--- config.mk ---
export PLATFORM = sky130hd
export DESIGN_NAME = pscu_temp
export DESIGN_NICKNAME = d
export VERILOG_FILES = /design/src/design/pscu_pkg.sv /design/src/design/pscu_temp.sv
export SDC_FILE = /design/constraint.sdc
export NUM_CORES = 2
export LEC_CHECK = 0
export BUFFER_PORTS_ARGS = -buffer_cell sky130_fd_sc_hd__buf_2
export CORE_MARGIN = 3
export CORE_UTILIZATION = 25
export CTS_CLUSTER_DIAMETER = 120
export CTS_CLUSTER_SIZE = 16
export DETAILED_ROUTE_END_ITERATION = 16
export GPL_TIMING_DRIVEN = 0
export SLEW_MARGIN = 25
export SYNTH_ARGS = -nofsm -noshare
export SYNTH_HDL_FRONTEND = slang
export SYNTH_SLANG_ARGS = --single-unit
--- constraint.sdc ---
create_clock -name clk_i -period 7.3 [get_ports clk_i]
set_input_delay 1.46 -clock clk_i [delete_from_list [all_inputs] [get_ports clk_i]]
set_output_delay 1.46 -clock clk_i [all_outputs]
set_load 0.05 [all_outputs]
--- src/design/pscu_pkg.sv ---
// Shared types, constants and fixed-point helpers for the sensor compensation pipeline.
`timescale 1ns / 1ps
package pscu_pkg;

  typedef enum logic [2:0] {
    REG_CAL_TEMP     = 3'd0,
    REG_CAL_PRES_LO  = 3'd1,
    REG_CAL_PRES_HI  = 3'd2,
    REG_CAL_MIXED    = 3'd3,
    REG_CAL_HUM      = 3'd4
  } cfg_reg_e;

  // Calibration coefficients, each widened to 32 bits as the arithmetic uses them.
  typedef struct packed {
    logic [31:0] t1;
    logic [31:0] t2;
    logic [31:0] t3;
    logic [31:0] p1;
    logic [31:0] p2;
    logic [31:0] p3;
    logic [31:0] p4;
    logic [31:0] p5;
    logic [31:0] p6;
    logic [31:0] p7;
    logic [31:0] p8;
    logic [31:0] p9;
    logic [31:0] h1;
    logic [31:0] h2;
    logic [31:0] h3;
    logic [31:0] h4;
    logic [31:0] h5;
    logic [31:0] h6;
  } cal_t;

  localparam int unsigned TF_LAT    = 4;   // raw sample to fine temperature
  localparam int unsigned DIV_W     = 32;  // divider width, one bit per stage
  localparam int unsigned PRES_LAT  = 6 + DIV_W + 4;
  localparam int unsigned HUM_LAT   = 13;
  localparam int unsigned TOTAL_LAT = TF_LAT + PRES_LAT;

  localparam logic [31:0] PRES_OFS     = 32'd64000;
  localparam logic [31:0] PRES_BASE    = 32'd1048576;
  localparam logic [31:0] PRES_SCALE   = 32'd3125;
  localparam logic [31:0] HUM_T_OFS    = 32'd76800;
  localparam logic [31:0] HUM_RND      = 32'd16384;
  localparam logic [31:0] HUM_BIAS     = 32'd2097152;
  localparam logic [31:0] HUM_LIM      = 32'd419430400;
  localparam logic [16:0] HUM_MAX      = 17'd102400;

  function automatic logic [31:0] asr32(input logic [31:0] x, input int unsigned n);
    asr32 = 32'($signed(x) >>> n);
  endfunction

  // Signed divide by 2^n, truncating toward zero.
  function automatic logic [31:0] sdiv_p2(input logic [31:0] x, input int unsigned n);
    logic [31:0] neg;
    neg = 32'd0 - x;
    sdiv_p2 = x[31] ? (32'd0 - (neg >> n)) : (x >> n);
  endfunction

endpackage

--- src/design/pscu_temp.sv ---
// Fine temperature pipeline, four stages; carries the other raw fields along.
`timescale 1ns / 1ps
module pscu_temp
  import pscu_pkg::*;
(
  input  logic        clk_i,
  input  logic        en_i,
  input  cal_t        cal_i,
  input  logic [19:0] ut_i,
  input  logic [19:0] up_i,
  input  logic [15:0] uh_i,
  output logic [31:0] tf_o,
  output logic [19:0] up_o,
  output logic [15:0] uh_o
);

  logic [31:0] x_q, c_q, pa_q, cc_q, a_q, m_q, tf_q;
  logic [19:0] up_q [TF_LAT];
  logic [15:0] uh_q [TF_LAT];

  always_ff @(posedge clk_i) begin
    if (en_i) begin
      x_q  <= ({12'd0, ut_i} >> 3) - (cal_i.t1 << 1);
      c_q  <= ({12'd0, ut_i} >> 4) - cal_i.t1;
      pa_q <= x_q * cal_i.t2;
      cc_q <= c_q * c_q;
      a_q  <= asr32(pa_q, 11);
      m_q  <= asr32(cc_q, 12) * cal_i.t3;
      tf_q <= a_q + asr32(m_q, 14);
      up_q[0] <= up_i;
      uh_q[0] <= uh_i;
      for (int i = 1; i < TF_LAT; i++) begin
        up_q[i] <= up_q[i-1];
        uh_q[i] <= uh_q[i-1];
      end
    end
  end

  assign tf_o = tf_q;
  assign up_o = up_q[TF_LAT-1];
  assign uh_o = uh_q[TF_LAT-1];

endmodule

==> impl_metrics.ini <==
[synthesis]
synth-simple-area-share_pct = 13.9
ys.warnings.count = 0
synth_top_family_by_area = adder cells
synth_compound_area_share_pct = 2.34
ys_ff_latch = 278
ys_async_sr_fraction_pct = 0
avgSynthCellArea_sq_um = 10.1
synth_area_sq_um = 51900
ys_seq_area_share_pct = 16.1
synth_adder_area_share_pct = 52.9
synthMuxAreaShare_pct = 0.0193
synth-edff-count = 278
synth_cell_type_count = 65
syn_nets = 7287
synthXorXnorAreaFrac_pct = 3.80
synth_cells = 5133
synth_ff_type = edfxtp_1

[die]
dieHeight_um = 462
die-area_sq_um = 213000
die_w_um = 462
io_pins = 702
row_count = 166
initial_core_util_pct = 25.2
core_area_sq_um = 206000

[sta]
rsz0062_at_grt = yes
clock.fmax_mhz = 129
setup_viol = 13
slew_viol_final = 0
finalCriticalPeriod_ns = 7.77
hold_violations = 0
post-route-period-util_pct = 106
slew-limit-headroom_pct = 26.8
skew_ns = 0.0439
holdWs_ns = 0.411
fin_ws_ns = -0.469
worst_pin_slew_ns = 1.10

[setup_path]
cp.required_ns = 7.60
critPathMaxFanout = 10
end_kind = register
r2r_slack_ns = -0.47
worst_setup_path_start_kind = register
crit_arrival_ns = 8.07
path_class = reg -> reg

[cells_and_area]
fin_area_sq_um = 60900
fin_cells = 8192
drive_above_1_share_pct = 14.2
area_delta_synth_final_pct = 17.3
regArea_sq_um = 8350
nFillCells = 21300
nets = 7636
multiInputGateArea_sq_um = 39100

[clock_network]
clk_pin_slew_ns = 0.07
cts_buffers = 23
cts.sinks = 278
cts_max_level = 1
cts_hold_buf = 0
cts_tree = yes
root_buffer = clkbuf_16
clk_latency_ns = 0.59
cts_buffer_depth = 3

[drt]
dr.pass1.iters = 5
viasPerCell = 4.44
vias = 36400
avgRoutedWirePerCell_um = 20.1
ant_nets = 0
drc = 0
wirelength_um = 165000
drt-initial-drc-count = 2652

[place]
place_inst = 8025
gp_congestion = 0.947
detailed_place_hpwl_um = 134000
pre_cts_slack_ns = -2.24
placed_area_sq_um = 56600
port_buffers = 201

[global_routing]
grt_pass1_vias = 39500
antenna_found_initial = 31
overflow = 0
grt_max_degree = 98
grt_pass1_wl_um = 248000
globalRouteTotalUtil_pct = 15.6

[outcome]
violations = setup timing
status = finished with violations

[run]
maxCapViolCount = 0

[hold_path]
holdCritPathClass = reg -> reg
[cells by family after synthesis]
kind of cell	count (synthesis)
and+or+nand+nor	1429
DFF	278
adders and majority gates	1520
xor gates and xnor gates	225
muxes	1
AOI/OAI and AO/OA	181
buffers and inverters	1499
[Yosys cell counts, types with 12 or more instances]
library cell,n,share of area [%]
xnor2_1,165,2.8
edfxtp_1,278,16
xor2_1,60,1.0
nor3_1,16,0.15
fa_1,1125,43
nor2_1,81,0.59
nor2b_1,18,0.22
a31oi_1,12,0.14
and2_1,635,7.7
clkbuf_1,219,1.6
ha_1,395,9.5
nand3_1,16,0.15
a21oi_1,54,0.52
nand2b_1,22,0.27
inv_1,1268,9.2
a21o_1,19,0.27
nand2_1,601,4.3
o21ai_0,28,0.27
[flip-flops by register name (all words and copies together), names as in the netlist]
signal  count
m_q        18
x_q        31
tf_o       22
c_q         1
up_q       80
pa_q       21
a_q        21
uh_q       64
cc_q       20
[layout by cell type, fill, tap and decap left out, drive strengths merged, types with 3 or more instances in the layout]
| cell type | instances |
|---|---|
| inv | 1268 |
| and2 | 635 |
| a31oi | 13 |
| a211o | 4 |
| ha | 395 |
| a21oi | 56 |
| buf | 394 |
| o21a | 6 |
| or2 | 11 |
| a21o | 19 |
| nand2b | 22 |
| nand4 | 7 |
| a211oi | 6 |
| fa | 1125 |
| nor2b | 18 |
| diode | 19 |
| o21ai | 31 |
| and3 | 9 |
| o41ai | 3 |
| clkbuf | 184 |
| nor2 | 81 |
| a31o | 5 |
| nor3 | 17 |
| nand3 | 16 |
| or3 | 6 |
| nand2 | 601 |
| o21bai | 10 |
| xor2 | 60 |
| o211ai | 4 |
| edfxtp | 278 |
| clkinv | 3 |
| xnor2 | 165 |
[path summary, 6_finish.rpt]
kind	startpoint	end	depth (start not counted)
worst max-delay path	x_q[18]$_DFFE_PP_	cc_q[31]$_DFFE_PP_	24
worst min-delay path	up_q[2][7]$_DFFE_PP_	up_q[3][7]$_DFFE_PP_	0
worst min register to register	up_q[2][7]$_DFFE_PP_	up_q[3][7]$_DFFE_PP_	0
worst max register to register	x_q[18]$_DFFE_PP_	cc_q[31]$_DFFE_PP_	24
[critical path, cell delays in order (launching register included)]
cell      delay (ns)
edfxtp_1        0.51
buf_4           0.17
clkbuf_2        0.34
nand2_1         0.14
fa_1            0.58
inv_1           0.08
fa_1            0.50
inv_1           0.05
fa_1            0.46
fa_1            0.51
inv_1           0.06
fa_1            0.52
fa_1            0.43
fa_1            0.47
fa_1            0.54
ha_4            0.22
and2_1          0.14
a221o_1         0.34
nor2b_4         0.14
a221oi_4        0.36
a21oi_2         0.13
a41o_1          0.22
or2_4           0.26
a21oi_4         0.20
xnor2_4         0.11
[cell type report]
cell class | instances | area share, %
Sequential cell | 278 | 13.7
Inverter | 1268 | 7.83
Timing Repair Buffer | 352 | 4.11
Clock buffer | 23 | 0.946
Tap cell | 2688 | 5.53
Antenna cell | 19 | 0.0781
Multi-Input combinational cell | 3356 | 64.3
Clock inverter | 5 | 0.107
Buffer | 203 | 3.41
[metal layers]
| layer | part of all wire, % | global-route usage, % |
|---|---|---|
| met3 | 10 | 4.27 |
| met2 | 43 | 23.5 |
| met4 | 3.5 | 4.92 |
| met1 | 43 | 21.6 |
| met5 | 0.20 | 0.995 |
[through the flow]
stage | TNS (ns) | util (%)
3_5_place_dp | -64.25 | 27.5
5_1_grt | -4.44 | 29.6
3_3_place_gp | -62.64 | 27.5
6_report | -2.89 | 29.6
2_1_floorplan | -1.56 | -
4_1_cts | -2.89 | 29.1
[what timing repair did]
| item | 4_1_cts | 5_1_grt |
|---|---|---|
| endpoints found under the setup margin | 52 | 30 |
| setup buffers | 98 | 48 |
| hold endpoints to repair | 0 | 0 |
| cloned | 0 | 2 |
| pin swaps | 97 | 119 |
| gates resized for setup | 449 | 215 |
Power is left out: the tool's default activity adds up to more than one toggle a clock period on the data nets, which glitch-free logic cannot reach.
